--- src/hw/rtl/mqrb_pkg.sv ---
`timescale 1ns / 1ps
// Shared types, constants and helper functions for the multi-queue ring buffer.
// No dependencies.
package mqrb_pkg;

    // Sizing
    localparam int NUM_QUEUES    = 8;
    localparam int RING_SLOTS    = 8;
    localparam int ELEMENT_BYTES = 8;

    localparam int QIDX_W = (NUM_QUEUES > 1) ? $clog2(NUM_QUEUES) : 1;
    localparam int PTR_W  = $clog2(RING_SLOTS);
    localparam int CNT_W  = PTR_W;              // holds RING_SLOTS-1 at most
    localparam int ADDR_W = QIDX_W + PTR_W;
    localparam int DEPTH  = 1 << ADDR_W;

    // Command codes
    localparam logic [2:0] CMD_CREATE = 3'd0;
    localparam logic [2:0] CMD_PUT    = 3'd1;
    localparam logic [2:0] CMD_GET    = 3'd2;
    localparam logic [2:0] CMD_PEEK   = 3'd3;
    localparam logic [2:0] CMD_COUNT  = 3'd4;

    // Configuration register indexes
    localparam int CFG_IDX_W = 1;
    localparam logic [CFG_IDX_W-1:0] CFG_FULL_NOTIFY  = 1'b0;
    localparam logic [CFG_IDX_W-1:0] CFG_EMPTY_NOTIFY = 1'b1;

    // Status codes
    localparam logic STATUS_OK  = 1'b0;
    localparam logic STATUS_ERR = 1'b1;

    typedef struct packed {
        logic [2:0]  cmd;
        logic [3:0]  queue_index;
        logic [63:0] put_data;
        logic [3:0]  put_length;
        logic [3:0]  room;
    } cmd_t;

    typedef struct packed {
        logic        status;
        logic [3:0]  created_index;
        logic [63:0] get_data;
        logic [3:0]  get_length;
        logic [2:0]  element_count;
        logic        full_event;
        logic        empty_event;
    } result_t;

    // Per-queue descriptor
    typedef struct packed {
        logic             allocated;
        logic [PTR_W-1:0] rp;
        logic [PTR_W-1:0] wp;
        logic [CNT_W-1:0] cnt;
    } desc_t;

    typedef struct packed {
        logic              we;
        logic [QIDX_W-1:0] index;
        desc_t             desc;
    } desc_wr_t;

    typedef struct packed {
        logic              we;
        logic [ADDR_W-1:0] addr;
        logic [63:0]       word;
        logic [3:0]        len;
    } store_wr_t;

    typedef struct packed {
        logic              we;
        logic [ADDR_W-1:0] addr;
    } store_clr_t;

    // Keep the low len bytes of a word
    function automatic logic [63:0] byte_mask(input logic [3:0] len);
        logic [63:0] m;
        for (int i = 0; i < 8; i++)
        begin
            m[8*i +: 8] = (len > 4'(i)) ? 8'hFF : 8'h00;
        end
        return m;
    endfunction

    // Advance a ring pointer with wrap
    function automatic logic [PTR_W-1:0] ring_next(input logic [PTR_W-1:0] p);
        return (p == PTR_W'(RING_SLOTS - 1)) ? '0 : p + 1'b1;
    endfunction

endpackage

--- src/hw/rtl/mqrb_store.sv ---
`timescale 1ns / 1ps
// Element storage: synchronous word and length memories, one registered read port.
// Depends on mqrb_pkg.
module mqrb_store
    import mqrb_pkg::*;
(
    input  logic              clk,
    input  logic              rst_n,
    input  logic              rd_en,
    input  logic [ADDR_W-1:0] rd_addr,
    output logic [63:0]       rd_word,
    output logic [3:0]        rd_len,
    input  store_wr_t         wr,
    input  store_clr_t        clr
);

    logic [63:0]      word_mem [DEPTH];
    logic [3:0]       len_mem  [DEPTH];
    logic [DEPTH-1:0] valid_reg;

    logic [63:0] rd_word_reg;
    logic [3:0]  rd_len_reg;
    logic        rd_valid_reg;

    // Memory write port
    always_ff @(posedge clk)
    begin
        if (wr.we)
        begin
            word_mem[wr.addr] <= wr.word;
            len_mem[wr.addr]  <= wr.len;
        end
    end

    // Registered read
    always_ff @(posedge clk)
    begin
        if (rd_en)
        begin
            rd_word_reg <= word_mem[rd_addr];
            rd_len_reg  <= len_mem[rd_addr];
        end
    end

    // Valid bits: a slot never written or taken by a get reads as length zero
    always_ff @(posedge clk or negedge rst_n)
    begin
        if (!rst_n)
        begin
            valid_reg    <= '0;
            rd_valid_reg <= 1'b0;
        end
        else
        begin
            if (wr.we)
            begin
                valid_reg[wr.addr] <= 1'b1;
            end
            else if (clr.we)
            begin
                valid_reg[clr.addr] <= 1'b0;
            end
            if (rd_en)
            begin
                rd_valid_reg <= valid_reg[rd_addr];
            end
        end
    end

    assign rd_word = rd_word_reg;
    assign rd_len  = rd_valid_reg ? rd_len_reg : 4'd0;

endmodule

--- config.mk ---
export PLATFORM = sky130hd
export DESIGN_NAME = mqrb_store
export DESIGN_NICKNAME = d
export VERILOG_FILES = /design/src/hw/rtl/mqrb_pkg.sv /design/src/hw/rtl/mqrb_store.sv
export SDC_FILE = /design/constraint.sdc
export NUM_CORES = 2
export LEC_CHECK = 0
export ABC_AREA = 1
export BUFFER_PORTS_ARGS = -buffer_cell sky130_fd_sc_hd__buf_2
export CAP_MARGIN = 20
export CORE_ASPECT_RATIO = 1.2
export CORE_MARGIN = 2
export CORE_UTILIZATION = 37
export CTS_CLUSTER_SIZE = 20
export DETAILED_ROUTE_END_ITERATION = 8
export HOLD_SLACK_MARGIN = 0.02
export PLACE_DENSITY_LB_ADDON = 0.15
export SETUP_SLACK_MARGIN = 0.02
export SYNTH_ARGS = -nofsm -noshare
export SYNTH_HDL_FRONTEND = slang
export SYNTH_MEMORY_MAX_BITS = 65536
export SYNTH_SLANG_ARGS = --single-unit
--- constraint.sdc ---
create_clock -name clk -period 3.9 [get_ports clk]
set_clock_uncertainty 0.1 [all_clocks]
set_input_delay 0 -clock clk [delete_from_list [all_inputs] [get_ports clk]]
set_output_delay 0 -clock clk [all_outputs]
set_load 0.05 [all_outputs]
After elaboration in Yosys (flattened, before gate mapping)
Memories as Yosys holds them, arrays and structs flattened. A register that Yosys moved wholly into a read port is not among the register bits.
Index checks and enable logic that the tools add are counted.
Cells by class
  $lt $le $gt $ge: 5
  reductions and logical operators: 3
  multiplexer cells: 11
  bitwise gates (word level): 3
Operators with widths (count)
  $mux W64: 2
  $and A64 B64 Y64: 1
  $not A64 Y64: 1
  $or A64 B64 Y64: 1
  $lt A6 B7 Y1 const B: 3
  $demux W1 S6: 2
  $ge A6 B1 Y1 const B: 2
  $bmux W1 S6: 1
  $mux W1: 5
  $mux W4: 1
  $logic_and A1 B1 Y1: 2
  $reduce_bool A2 Y1: 1
Word-level totals
  input port bits: 91
  word-level logic and storage cells: 26
  memory bits (writable): 4352
  register bits: 65
  memories: 2
  output and inout bits: 68
Memories
  word_mem: depth 64, bits a word 64, read ports 1, clocked after Yosys merged registers in 1, write ports 1, line mqrb_store.sv:17  | logic [63:0] word_mem [DEPTH];
  len_mem: depth 64, bits a word 4, read ports 1, clocked after Yosys merged registers in 1, write ports 1, line mqrb_store.sv:18  | logic [3:0] len_mem [DEPTH];

Depth between registers and ports, before layout
  word-level depth: 8
  mapped depth: 14

Least setup slack after synthesis
OpenSTA, ideal clock, no wires.
  path type: input to register
  start point: input port wr[74] (netlist name)
  end point: memory len_mem[0][0], enable pin
  library setup time: 0.496 ns
  arrival time: 3.298 ns
  data required time: 3.304 ns
  buffers on the path: 0
  cell stages on the path: 4
  setup slack: 0.006 ns
  cell sequence: inv_1 nor2_1 nand2_1 nor2_1
Between the ends
  longest elaborated chain between the ends: 2
Ends and longest elaborated chain
  start, declared: line mqrb_store.sv:13  | input store_wr_t wr,
  $mux W1: line mqrb_store.sv:28  | if (wr.we)
  $mux W1 (not written as such): line mqrb_store.sv:31  | len_mem[wr.addr] <= wr.len;
  end, declared: line mqrb_store.sv:18
Every way passes these cells.

Worst setup path in the final report
  start point: input port clr[2] (netlist name)
  end point: register valid_reg[17]
Between the ends
  longest elaborated chain between the ends: 8
  elaborated cells on any way between the ends: 9
Ends and longest elaborated chain
  start, declared: line mqrb_store.sv:14  | input store_clr_t clr
  $lt A6 B7 Y1 (not written as such) / $ge A6 B1 Y1 (equally long branches): line mqrb_store.sv:61  | valid_reg[clr.addr] <= 1'b0;
  $logic_and A1 B1 Y1 (not written as such): line mqrb_store.sv:61
  $mux W1 (not written as such): line mqrb_store.sv:61
  $demux W1 S6 *: line mqrb_store.sv:61
  $not A64 Y64 (no line) *
  $and A64 B64 Y64 (no line) *
  $mux W64 *: line mqrb_store.sv:59  | else if (clr.we)
  $mux W64 *: line mqrb_store.sv:55  | if (wr.we)
  end signal, assigned: line mqrb_store.sv:50  | valid_reg <= '0;
  end signal, assigned by index: line mqrb_store.sv:57  | valid_reg[wr.addr] <= 1'b1;
  end signal, assigned by index: line mqrb_store.sv:61
  end, declared: line mqrb_store.sv:19  | logic [DEPTH-1:0] valid_reg;
Every way passes the cells marked *; elsewhere a longest branch is shown, timed or not. The select of a mux whose other input is x is not followed.
A chain may end at the register's enable or synchronous reset.

==> key figures <==
Power and ir drop
  • Pwr Total: just over 100 mW
  • Comb power frac: roughly 6.5%
  • Leakage: 71.2 nW
  • Total power per unit cell area: between 500 and 600 mW/mm^2
  • P_sw: between 20 and 25 mW
  • Internal power: just under 80 mW
  • Maximum VDD drop: 0.391 mV
  • Clock Power Share: a little over two fifths
  • Sw Share: roughly a quarter
  • Reg power frac: about half

Detailed routing
  • WL/cell: 30.2 um
  • Via density: 5.61
  • 1st-pass router iterations: 6
  • DRT Wirelength: between 600 and 700 mm
  • Vias: between 100k and 150k
  • Initial drt markers: around 14000
  • Drc violations: 0
  • Routed Antenna Nets: 0

Setup path
  • Setup slack, reg-to-reg: around 1.3 ns
  • CP arrival: around 4 ns
  • Family with the most delay on the worst path: buffers and inverters
  • Top fanout value on the critical path: 8
  • Critical Path Start Type: input pin
  • Critical register-to-register path startpoint: word_mem[58][48]
  • Highest cell delay on the worst timing path: 0.57 ns
  • WP buf/inv: 9
  • Worst flop-to-flop path endpoint: rd_word[48]
  • Req. time, crit path: roughly 4.7 ns
  • Crit end category: register
  • Crit path to: valid_reg[17]
  • Top cell by count, worst path: dlygate4sd3_1
  • Worst Setup Path Type: input pin to register
  • Worst-path cell with the longest stage delay: dlygate4sd3_1
  • WP depth: 12
  • Crit-path cells: dlygate4sd3_1 > buf_2 > dlygate4sd3_1 > nor2_1 > dlygate4sd3_1 > inv_1 > dlygate4sd3_1 > nor3_1 > dlygate4sd3_1 > buf_4 > a21oi_1 > dlygate4sd3_1
  • R2R depth: 10
  • Worst Setup SP: clr[2]

GRT
  • Largest net degree at the start of global routing: 190
  • Remaining Overflow, GRT: 0
  • Overall routing resource usage: 25.9%
  • Initial antenna violation count: 67
  • Vias in the first global route: roughly 110k
  • First-pass GRT wire length: 899 mm

CTS
  • CTS resizes: 0
  • CTS Root Cell: clkbuf_16
  • TritonCTS clock tree: built
  • Total CTS buffers: about 450
  • CTS Buffer Depth: 4
  • Post-CTS setup repair buffer count: 0
  • Clock Sinks: between 4000 and 5000
  • Later-pin clock latency in the skew report: 1.03 ns
  • Worst-path clk slew: around 0.060 ns
  • H-tree depth: 5

Timing
  • Setup TNS: 0 ns
  • # setup viols final: 0
  • Slew Limit Fails: 0
  • Worst Tran Pin Value: 1.17 ns
  • Maximum clock frequency: between 300 and 400 MHz
  • RSZ-0062 raised after global routing: false
  • Final min period: 3.25 ns
  • Period utilisation layout: a little over four fifths
  • Final hold vios: 0
  • Slew Limit Headroom: approximately 22%

Yosys
  • Cell Area, Synth: between 0.15 and 0.2 mm^2
  • Post-Synth Simple-Gate Area: 18.1%
  • Mean Syn Cell Area: 12.4 um^2
  • Post-synthesis xor/xnor area fraction: 0%
  • Seq/Total Area, Yosys: about three quarters
  • Post-synthesis mux area share: 0%
  • Synth cell types: 17
  • Main combinational cell family by area after synthesis: simple AND/OR/NAND/NOR gates
  • Synthesis Warnings: 0
  • Adder-cell share of the synthesized area: 0%
  • Gate Count Post-Synth: between 10000 and 15000
  • Synth Register Bits: approximately 4500
  • Post-synthesis compound-gate area fraction: under 10%
  • Syn_nets: 14500

Placed design
  • HPWL after detailed placement: roughly 340 mm
  • Gp weighted congestion: 0.790
  • Port bufs: ~160

Run
  • Max Cap Violations: 0

Die
  • Die area: ~0.49 mm^2
  • Rows: approximately 280
  • Die H: between 700 and 800 um
  • Initial Util: 37.1%
  • IO Count: 159
  • Core footprint: approximately 0.48 mm^2
  • Die Span X: 638 um

Layout
  • Area growth syn-to-layout: 15.4%
  • Final Util: roughly 43%
  • Share of cells above drive strength 1: between 8 and 9%
  • Commonest non-fill, non-tap cell in the layout: edfxtp_1
  • Largest register FFs: slightly above 4000
  • Largest registers: word_mem: 4096 flops, len_mem: 256 flops
  • Nets: between 10000 and 15000
  • Biggest register: word_mem
  • Most frequent cells in the layout: edfxtp_1, nand2_1, nand3_1

Outcome
  • Status: finished, final reports clean

Hold path
  • Hold WC Path Type: input pin to register
[routing by layer]
layer	global-route usage, %	vias to the layer above	share of wire [%]
li1	-	52300	-
met1	35.3	61900	42
met2	42.6	4831	48
met3	3.46	988	7.0
met4	8.90	30	3.7
met5	0	-	0.032
[what timing repair did]
action,4_1_cts,5_1_grt
endpoints found under the hold margin,6434,266
endpoints found under the setup margin,0,1
hold buffers,117,30
[power groups by stage]
stage	logic (mW)	registers (mW)	clock network, mW
6_report	6.71	53.9	43.1
4_1_cts	6.62	53.9	43.7
3_3_place_gp	6.42	54.9	0
5_1_grt	7.29	53.9	45.4
3_5_place_dp	6.45	54.9	0
2_1_floorplan	3.39	54.9	0
[worst min path at each step]
stage | slack (ns) | end | cells after the start | from
finish | 0.07 | word_mem[16][57] | 2 | wr[61]
global placement | 0.12 | valid_reg[56] | 1 | rst_n
global route | 0.03 | word_mem[16][57] | 2 | wr[61]
floorplan | -0.40 | rd_valid_reg | 0 | rst_n
detailed placement | 0.11 | valid_reg[56] | 1 | rst_n
CTS | 0.03 | word_mem[36][61] | 2 | wr[65]
[per-stage QoR]
step	hold slack, ns	worst slack (ns)	instances	cell area, um^2
final	0.0712	0.648	21400	206000
after global routing	0.0326	0.529	21400	206000
after CTS	0.0276	0.119	21300	205000
after detailed placement	0.112	1.10	20300	189000
after global placement	0.119	1.05	20300	189000
after floorplan	-0.396	0.00647	14400	178000
[logic make-up (layout without fill, tap and decap cells)]
logic type	after synthesis	after routing
simple gates	7525	7525
flops	4485	4485
buf+inv	1199	1848
compound gates	1152	1152
other cells	0	53
[cell usage after synthesis]
cell type | n | area [um^2]
a21oi_1 | 146 | 731
buf_1 | 103 | 387
buf_2 | 380 | 1900
buf_4 | 94 | 706
buf_6 | 24 | 270
clkbuf_1 | 364 | 1370
clkinv_1 | 2 | 7.51
dfrtp_1 | 65 | 1630
edfxtp_1 | 4420 | 133000
inv_1 | 232 | 871
nand2_1 | 3687 | 13800
nand3_1 | 3191 | 16000
nand4_1 | 6 | 37.5
nor2_1 | 626 | 2350
nor3_1 | 15 | 75.1
o21ai_0 | 680 | 3400
o22ai_1 | 326 | 2040
[cell type report]
| cell class | instances | area [um^2] |
|---|---|---|
| Antenna cell | 53 | 133 |
| Clock buffer | 533 | 11700 |
| Clock inverter | 281 | 2620 |
| Fill cell | 44300 | 275000 |
| Inverter | 234 | 921 |
| Multi-Input combinational cell | 8677 | 38900 |
| Sequential cell | 4485 | 134000 |
| Tap cell | 6322 | 7910 |
| Timing Repair Buffer | 800 | 9270 |
Note: power is estimated with default switching activity, not from simulation.
