==> config.mk <==
export PLATFORM = sky130hd
export DESIGN_NAME = mqrb_desc
export DESIGN_NICKNAME = d
export VERILOG_FILES = /design/src/hw/rtl/mqrb_pkg.sv /design/src/hw/rtl/mqrb_desc.sv
export SDC_FILE = /design/constraint.sdc
export NUM_CORES = 1
export LEC_CHECK = 0
export ABC_AREA = 0
export BUFFER_PORTS_ARGS = -buffer_cell sky130_fd_sc_hd__buf_4
export CAP_MARGIN = 40
export CORE_AREA = 2 2 88 90
export DETAILED_ROUTE_END_ITERATION = 7
export DIE_AREA = 0 0 90 92
export HOLD_SLACK_MARGIN = 0.06
export PLACE_DENSITY = 0.74
export REMOVE_ABC_BUFFERS = 1
export SYNTH_ARGS = -nofsm -noshare
export SYNTH_HDL_FRONTEND = slang
export SYNTH_SLANG_ARGS = --single-unit
==> constraint.sdc <==
create_clock -name clk -period 1.4 [get_ports clk]
set_input_delay 0.28 -clock clk [delete_from_list [all_inputs] [get_ports clk]]
set_output_delay 0.28 -clock clk [all_outputs]
set_load 0.01 [all_outputs]
==> src/hw/rtl/mqrb_pkg.sv <==
`timescale 1ns / 1ps
// Shared types, constants and helper functions for the multi-queue ring buffer.
// No dependencies.
package mqrb_pkg;

    // Sizing
    localparam int NUM_QUEUES    = 8;
    localparam int RING_SLOTS    = 8;
    localparam int ELEMENT_BYTES = 8;

    localparam int QIDX_W = (NUM_QUEUES > 1) ? $clog2(NUM_QUEUES) : 1;
    localparam int PTR_W  = $clog2(RING_SLOTS);
    localparam int CNT_W  = PTR_W;              // holds RING_SLOTS-1 at most
    localparam int ADDR_W = QIDX_W + PTR_W;
    localparam int DEPTH  = 1 << ADDR_W;

    // Command codes
    localparam logic [2:0] CMD_CREATE = 3'd0;
    localparam logic [2:0] CMD_PUT    = 3'd1;
    localparam logic [2:0] CMD_GET    = 3'd2;
    localparam logic [2:0] CMD_PEEK   = 3'd3;
    localparam logic [2:0] CMD_COUNT  = 3'd4;

    // Configuration register indexes
    localparam int CFG_IDX_W = 1;
    localparam logic [CFG_IDX_W-1:0] CFG_FULL_NOTIFY  = 1'b0;
    localparam logic [CFG_IDX_W-1:0] CFG_EMPTY_NOTIFY = 1'b1;

    // Status codes
    localparam logic STATUS_OK  = 1'b0;
    localparam logic STATUS_ERR = 1'b1;

    typedef struct packed {
        logic [2:0]  cmd;
        logic [3:0]  queue_index;
        logic [63:0] put_data;
        logic [3:0]  put_length;
        logic [3:0]  room;
    } cmd_t;

    typedef struct packed {
        logic        status;
        logic [3:0]  created_index;
        logic [63:0] get_data;
        logic [3:0]  get_length;
        logic [2:0]  element_count;
        logic        full_event;
        logic        empty_event;
    } result_t;

    // Per-queue descriptor
    typedef struct packed {
        logic             allocated;
        logic [PTR_W-1:0] rp;
        logic [PTR_W-1:0] wp;
        logic [CNT_W-1:0] cnt;
    } desc_t;

    typedef struct packed {
        logic              we;
        logic [QIDX_W-1:0] index;
        desc_t             desc;
    } desc_wr_t;

    typedef struct packed {
        logic              we;
        logic [ADDR_W-1:0] addr;
        logic [63:0]       word;
        logic [3:0]        len;
    } store_wr_t;

    typedef struct packed {
        logic              we;
        logic [ADDR_W-1:0] addr;
    } store_clr_t;

    // Keep the low len bytes of a word
    function automatic logic [63:0] byte_mask(input logic [3:0] len);
        logic [63:0] m;
        for (int i = 0; i < 8; i++)
        begin
            m[8*i +: 8] = (len > 4'(i)) ? 8'hFF : 8'h00;
        end
        return m;
    endfunction

    // Advance a ring pointer with wrap
    function automatic logic [PTR_W-1:0] ring_next(input logic [PTR_W-1:0] p);
        return (p == PTR_W'(RING_SLOTS - 1)) ? '0 : p + 1'b1;
    endfunction

endpackage

==> src/hw/rtl/mqrb_desc.sv <==
`timescale 1ns / 1ps
// Queue descriptor table: allocation flag, pointers and count per queue,
// plus the lowest-free-queue search. Depends on mqrb_pkg.
module mqrb_desc
    import mqrb_pkg::*;
(
    input  logic              clk,
    input  logic              rst_n,
    input  logic [QIDX_W-1:0] rd_index,
    output desc_t             rd_desc,
    input  desc_wr_t          wr,
    output logic              free_found,
    output logic [QIDX_W-1:0] free_index
);

    desc_t table_reg [NUM_QUEUES];

    // Descriptor update
    always_ff @(posedge clk or negedge rst_n)
    begin
        if (!rst_n)
        begin
            for (int i = 0; i < NUM_QUEUES; i++)
            begin
                table_reg[i] <= '0;
            end
        end
        else if (wr.we)
        begin
            table_reg[wr.index] <= wr.desc;
        end
    end

    assign rd_desc = table_reg[rd_index];

    // Lowest free queue
    always_comb
    begin
        free_found = 1'b0;
        free_index = '0;
        for (int i = NUM_QUEUES - 1; i >= 0; i--)
        begin
            if (!table_reg[i].allocated)
            begin
                free_found = 1'b1;
                free_index = QIDX_W'(i);
            end
        end
    end

endmodule

Yosys cells after proc, flatten, opt, wreduce, memory -nomap -nowiden. Index checks and enable logic that the tools add are counted. Widths: inputs -> output; s select.

Bits in registers: 80. Latch bits: 0. Bits in writable memories: 0. Memory bits (read-only): 0. Input port bits: 19. Memories kept: 0.

Add/subtract/negate cells: 0. Multiply operators: 0. Div/mod/pow operators: 0. $lt $le $gt $ge: 3. Equality and inequality tests: 0. Shift-type cells: 0. Mux-type cells: 22. Bitwise logic cells: 2. Reductions and logical operators: 1.

Operators with widths (count): $bwmux 80 (1); $bmux 10 s3 (1); $demux 10 s3 (1); $mux 10 (3); $mux 3 (8); $ge 4x4->1 const B (2); $mux 1 (8); $not 3->4 (2); $lt 4x1->1 const B (1); $logic_and 1x1->1 (1).

Logic depth before layout (Yosys ltp). Gate-level depths: netlist of the first run.

Word-level depth: 8. Depth in mapped cells: 4. Gate-level depth less buffers: 3.

Least setup slack after synthesis of the first run. Ideal clock, no wire load.

Path kind: input-to-output. Start point: in rd_index[1]. End point: out rd_desc[0] (netlist name). Data arrival time: 1.231 ns. Data required time: 1.120 ns. Setup slack: -0.111 ns. Stages: 3. Path buffers: 1. Cells stage by stage: buf_6 -> mux4_1 -> mux2_2.

RTL lines: start: declaration (line mqrb_desc.sv:9) `input logic [QIDX_W-1:0] rd_index,`; end: declaration (line mqrb_desc.sv:10) `output desc_t rd_desc,`.

==> flow_summary.yaml, run 1 <==
cells_and_area:
  multi_input_area_um2: 1710
  seq_area_um2: 2000
  final_area_um2: 4730
  drive_above_1_share: 0.674
  nets: 306
  syn2layout_area_growth_pct: 24.9
  n_antenna_cell: 0
  fill_cells: 560
  largest_reg_flops: 80
sta:
  setup_viol: 14
  fin_ws_ns: -0.488
  slew_violations: 0
  post-route-period-util: 1.35
  fin_crit_ns: 1.89
  max-slew-margin-rel: 0.791
  rsz0062_at_grt: "yes"
  clock-skew-final_ns: 0
  finalHoldViolCount: 0
  worst_pin_slew_ns: 0.313
  fmax_ghz: 0.530
status:
  run_status: "finished, violations left"
  violations: "negative setup slack"
floorplan:
  die_y_um: 92
  design.core.area_um2: 7450
  dieArea_um2: 8280
  start_util: 0.508
  die_width_um: 90
  num_rows: 32
  io_pins: 33
power_and_ir_drop:
  power.leakage_nw: 2.05
  worst_ir_drop_vdd_v: 0.000720
  p_per_area_nw_per_um2: 1430
logic_synthesis:
  ys_seq_area_frac: 0.529
  synth_area_per_cell_um2: 16.7
  synth_seq_cells: 80
  yosysWarnings: 0
  synth_ff_type: "dfrtp_1"
  async_reset_ff_frac: 1.00
  synth_area_leaders: "dfrtp_1 (53%), mux2_2 (27%), mux4_1 (14%), nor3_4 (0.86%), nand4b_1 (0.69%)"
  synth_top_area_share: 0.529
  syn_area_um2: 3780
  synth_top_cell_by_area: "dfrtp_1"
  synth_edf_count: 0
  syn_inst: 226
  synth.distinct_cells: 22
drt:
  routedWlPerCell_um: 19.5
  first_pass_iters: 4
  antenna_left: 0
  routed_wl_mm: 7.66
  via_count: 2258
  initialDrtViolationCount: 76
  vias_per_cell: 5.75
  drc: 0
placed_design:
  place_congestion: 0.764
  numPortBuffers: 32
  dp_slack_ns: -0.416
  placed_area_um2: 4410
  hpwl_mm: 4.89
setup_path:
  crit_slowest_cell: "mux4_2"
  start_kind: "flop"
  reg2reg_slack_ns: 0.42
  max_stage_delay_ns: 0.46
  r2r_end: "table_reg[69]"
  cp_max_fo: 2
  r2r_cells: 3
  path_cells: "mux4_2, mux2_4, buf_6"
  r2r-start: "table_reg[69]"
  required_ns: 1.12
  cp-end-kind: "output pin"
  worstPathArrival_ns: 1.61
  critical_path_class: "reg2out"
  cp-endpoint: "rd_desc[1]"
  cp-startpoint: "table_reg[11]"
clock_network:
  numCtsBuffers: 9
  clkTransAtPathRegs_ns: 0.08
  h-tree-depth: 3
  clockRootBuffer: "clkbuf_8"
  clkLatencyLatePin_ns: 0.33
  numClockSinks: 80
  tritoncts: "yes"
  cts.path.max_buffers: 2
global_route:
  grt_pass1_vias: 2352
  antenna_found_initial: 0
  grt_max_degree: 32
  grt_usage: 0.204
  overflow: 0
  grt_first_pass_wirelength_mm: 12.8
run:
  maxCapViolCount: 0
worst_hold_path:
  hp-class: "in2reg"
## cell usage after synthesis, types with 3 or more instances
master	instances
buf_2	5
dfrtp_1	80
mux2_2	90
mux4_1	20
nand2_1	4
nand4b_1	3
## logic make-up (layout without fill, tap and decap cells)
group                  Yosys count  after routing  share of synthesized area
AOI/OAI and AO/OA                5              5                    0.00826
muxes                          110            110                      0.407
DFF                             80             80                      0.529
and+or+nand+nor                 17             17                     0.0347
buffers and inverters           14             79                     0.0215
## cell usage in the layout (no fill, tap or decap), drive strengths merged
master,count
nor3b,2
mux4,20
dlygate4sd3,1
nand4,2
nor2b,1
clkinvlp,1
nand2b,1
dfrtp,80
clkinv,1
bufinv,3
o21ai,2
a31oi,2
inv,2
nand2,4
nand3,1
nor3,2
mux2,90
nand4b,3
buf,61
clkbuf,10
a41oi,1
or3,1
## final cells by class
type	count	share of cell area
Multi-Input combinational cell	132	0.361
Timing Repair Buffer	62	0.137
Clock inverter	5	0.0225
Sequential cell	80	0.424
Tap cell	102	0.0270
Inverter	2	0.00159
Clock buffer	10	0.0270
## report_power, final
| part | internal [mW] | total (mW) | switching (mW) |
|---|---|---|---|
| clock | 1.18 | 1.97 | 0.796 |
| combinational | 1.12 | 1.70 | 0.583 |
| sequential | 2.82 | 3.09 | 0.273 |
| total | 5.12 | 6.77 | 1.65 |
## metrics by stage
stage	util	hold slack [ns]	TNS (ns)	instances	total power [mW]
5_1_grt	0.635	0.211	-6.81	393	7.13
6_report	0.635	0.230	-5.83	393	6.77
2_1_floorplan	-	-0.0156	-8.77	214	3.93
4_1_cts	0.632	0.215	-5.94	393	6.81
3_5_place_dp	0.592	0.178	-6.58	374	4.57
3_3_place_gp	0.592	0.174	-6.18	374	4.50
## routing by layer
layer  track usage  wire (um)  up-vias
met5             0          0        -
met4        0.0538         53        0
met3        0.0435        193        6
met2         0.335       3930       48
met1         0.281       3490     1213
li1              -          -      991
## repair_timing
item | in CTS | in global routing
resized for setup | 50 | 6
setup endpoints to repair | 14 | 14
hold buffers | 1 | 0
endpoints found under the hold margin | 14 | 0
pin swaps | 1 | 2
setup buffers | 3 | 1
## worst min-delay path by stage
stage / from / end / slack (ns) / cells after the start
detailed placement: rst_n / table_reg[23] / 0.18 / 1
CTS: wr[6] / table_reg[26] / 0.21 / 2
global route: wr[6] / table_reg[16] / 0.21 / 2
global placement: rst_n / table_reg[23] / 0.17 / 1
finish: wr[3] / table_reg[43] / 0.23 / 2
floorplan: rst_n / table_reg[0] / -0.02 / 0
## critical path, delay by kind of cell (launching register included)
kind | cells | cell delay (ns)
flip-flops | 1 | 0.40
multiplexers | 2 | 0.75
buffers and inverters | 1 | 0.12
No activity file was read; power rests on OpenSTA's default activity.
==> run 2, diff against run 1 <==
--- a/config.mk
+++ b/config.mk
@@ -8,11 +8,12 @@
 export ABC_AREA = 0
 export BUFFER_PORTS_ARGS = -buffer_cell sky130_fd_sc_hd__buf_4
 export CAP_MARGIN = 40
-export CORE_AREA = 2 2 88 90
+export CORE_AREA = 2 2 84 86
 export DETAILED_ROUTE_END_ITERATION = 7
-export DIE_AREA = 0 0 90 92
+export DIE_AREA = 0 0 86 88
+export GPL_ROUTABILITY_DRIVEN = 0
 export HOLD_SLACK_MARGIN = 0.06
-export PLACE_DENSITY = 0.74
+export PLACE_DENSITY = 0.77
 export REMOVE_ABC_BUFFERS = 1
 export SYNTH_ARGS = -nofsm -noshare
 export SYNTH_HDL_FRONTEND = slang
==> constraint.sdc (replaced) <==
create_clock -name clk -period 2 [get_ports clk]
set_input_delay 0.4 -clock clk [delete_from_list [all_inputs] [get_ports clk]]
set_output_delay 0.4 -clock clk [all_outputs]
set_load 0.01 [all_outputs]
==> flow_summary.yaml, run 2 (same netlist as run 1, synthesis figures left out) <==
status:
  run_status: "finished, violations left"
  violations: "negative setup slack"
cells_and_area:
  drive_above_1_share: 0.662
  final_area_um2: 4560
  nets: 307
  fin_cells: 373
  syn2layout_area_growth_pct: 20.4
  finalCoreUtilization: 0.686
  seq_area_um2: 2000
  largest_reg_flops: 80
  fill_cells: 462
  n_antenna_cell: 0
  multi_input_area_um2: 1670
  layout_common_cells: "mux2_2 (80), dfrtp_1 (80), buf_4 (47), mux4_2 (20), buf_6 (13)"
setup_path:
  cp-end-kind: "output pin"
  r2r-start: "table_reg[32]"
  critical_path_class: "reg2out"
  path_cells: "mux4_2, mux2_4, buf_6"
  crit_slowest_cell: "mux4_2"
  worstPathArrival_ns: 1.61
  required_ns: 1.60
  start_kind: "flop"
  r2r_cells: 3
  reg2reg_slack_ns: 0.98
  max_stage_delay_ns: 0.47
  cp_max_fo: 2
  r2r_end: "table_reg[32]"
global_route:
  overflow: 0
  grt_pass1_vias: 2342
  grt_first_pass_wirelength_mm: 12.6
  grt_usage: 0.226
  antenna_found_initial: 0
  grt_max_degree: 48
sta:
  setup_viol: 4
  timing.hold.ws_ns: 0.0635
  final.setup.tns_ns: -0.0292
  finalHoldViolCount: 0
  worst_pin_slew_ns: 0.603
  fin_ws_ns: -0.0150
  fin_crit_ns: 2.01
  slew_violations: 0
  max-slew-margin-rel: 0.598
  post-route-period-util: 1.01
  fmax_ghz: 0.496
  clock-skew-final_ns: 0
  rsz0062_at_grt: "yes"
floorplan:
  design.core.area_um2: 6640
  io_pins: 33
  num_rows: 30
  dieArea_um2: 7570
  die_y_um: 88
  start_util: 0.570
  die_width_um: 86
power_and_ir_drop:
  power_frac_seq: 0.476
  pwr-share-comb: 0.259
  p_clk_frac: 0.265
  total_power_mw: 4.56
  power.leakage_nw: 2.00
  power_switching_share: 0.256
  p_int_mw: 3.39
  power.switching_mw: 1.17
  p_per_area_nw_per_um2: 1000
  worst_ir_drop_vdd_v: 0.000403
drt:
  met1_length_mm: 3.61
  via_count: 2284
  highest_layer: "met4"
  routed_wl_mm: 7.83
  antenna_left: 0
  vias_per_cell: 6.12
  initialDrtViolationCount: 127
  drc: 0
  routedWlPerCell_um: 21.0
  route.met3.wl_um: 288
  first_pass_iters: 4
  wl_met2_mm: 3.82
clock_network:
  numCtsBuffers: 9
  clockRootBuffer: "clkbuf_8"
  clkTransAtPathRegs_ns: 0.08
  clkLatencyLatePin_ns: 0.33
  cts.path.max_buffers: 2
  cts_hold_buf: 0
  h-tree-depth: 3
  numClockSinks: 80
  tritoncts: "yes"
placed_design:
  dp.cells: 340
  hpwl_mm: 4.64
  numPortBuffers: 32
  placed_area_um2: 4190
  dp_slack_ns: -0.0629
run:
  maxCapViolCount: 0
worst_hold_path:
  hp-class: "in2async"
## run 2: changes by cell type in the layout (fill, tap and decap cells not counted), moves of 2 or more
cell / before / now
o21ai_0: 0 / 2
clkinv_2: 0 / 2
clkbuf_8: 9 / 11
buf_6: 15 / 13
o21ai_1: 2 / 0
buf_4: 36 / 47
buf_12: 10 / 2
bufinv_16: 3 / 1
## run 2: how the worst max path moves through the flow
stage                              from            end  slack (ns)  cells past startpoint
final                     table_reg[32]     rd_desc[2]       -0.01                      3
after global routing      table_reg[32]     rd_desc[2]       -0.07                      3
after CTS                 table_reg[16]     rd_desc[6]       -0.02                      3
after detailed placement    rd_index[1]     rd_desc[9]       -0.06                      5
after global placement      rd_index[1]     rd_desc[0]       -0.05                      5
after floorplan                  wr[11]  table_reg[60]        0.04                      3
## run 2: layout make-up
cell class | instances | area share
flip-flops and latches | 80 | 0.439
inverters | 2 | 0.00165
clock inverters | 5 | 0.0121
clock buffers | 11 | 0.0332
repair buffers | 63 | 0.124
multi-input cells | 132 | 0.367
well taps | 80 | 0.0220
## run 2: timing repair
item | 4_1_cts | 5_1_grt
pin swaps | 0 | 0
gates cloned | 1 | 0
endpoints found under the setup margin | 10 | 10
gates resized for setup | 44 | 0
buffers inserted | 13 | 3
## run 2: layer usage
metal,vias to the layer above,GRT usage
met5,-,0
met1,1216,0.337
met4,0,0.0851
met2,69,0.338
li1,987,-
met3,12,0.0358
## run 2: critical path, delay by kind of cell, from the launching register on
kind	cells	cell delay, ns
flip-flops	1	0.39
multiplexers	2	0.76
buffers and inverters	1	0.12
## run 2: power groups by stage
stage / combinational, mW / sequential, mW / clock, mW
2_1_floorplan: 0.628 / 2.12 / 0
3_3_place_gp: 0.901 / 2.18 / 0
3_5_place_dp: 0.933 / 2.20 / 0
4_1_cts: 1.17 / 2.16 / 1.24
5_1_grt: 1.27 / 2.21 / 1.30
6_report: 1.18 / 2.17 / 1.21
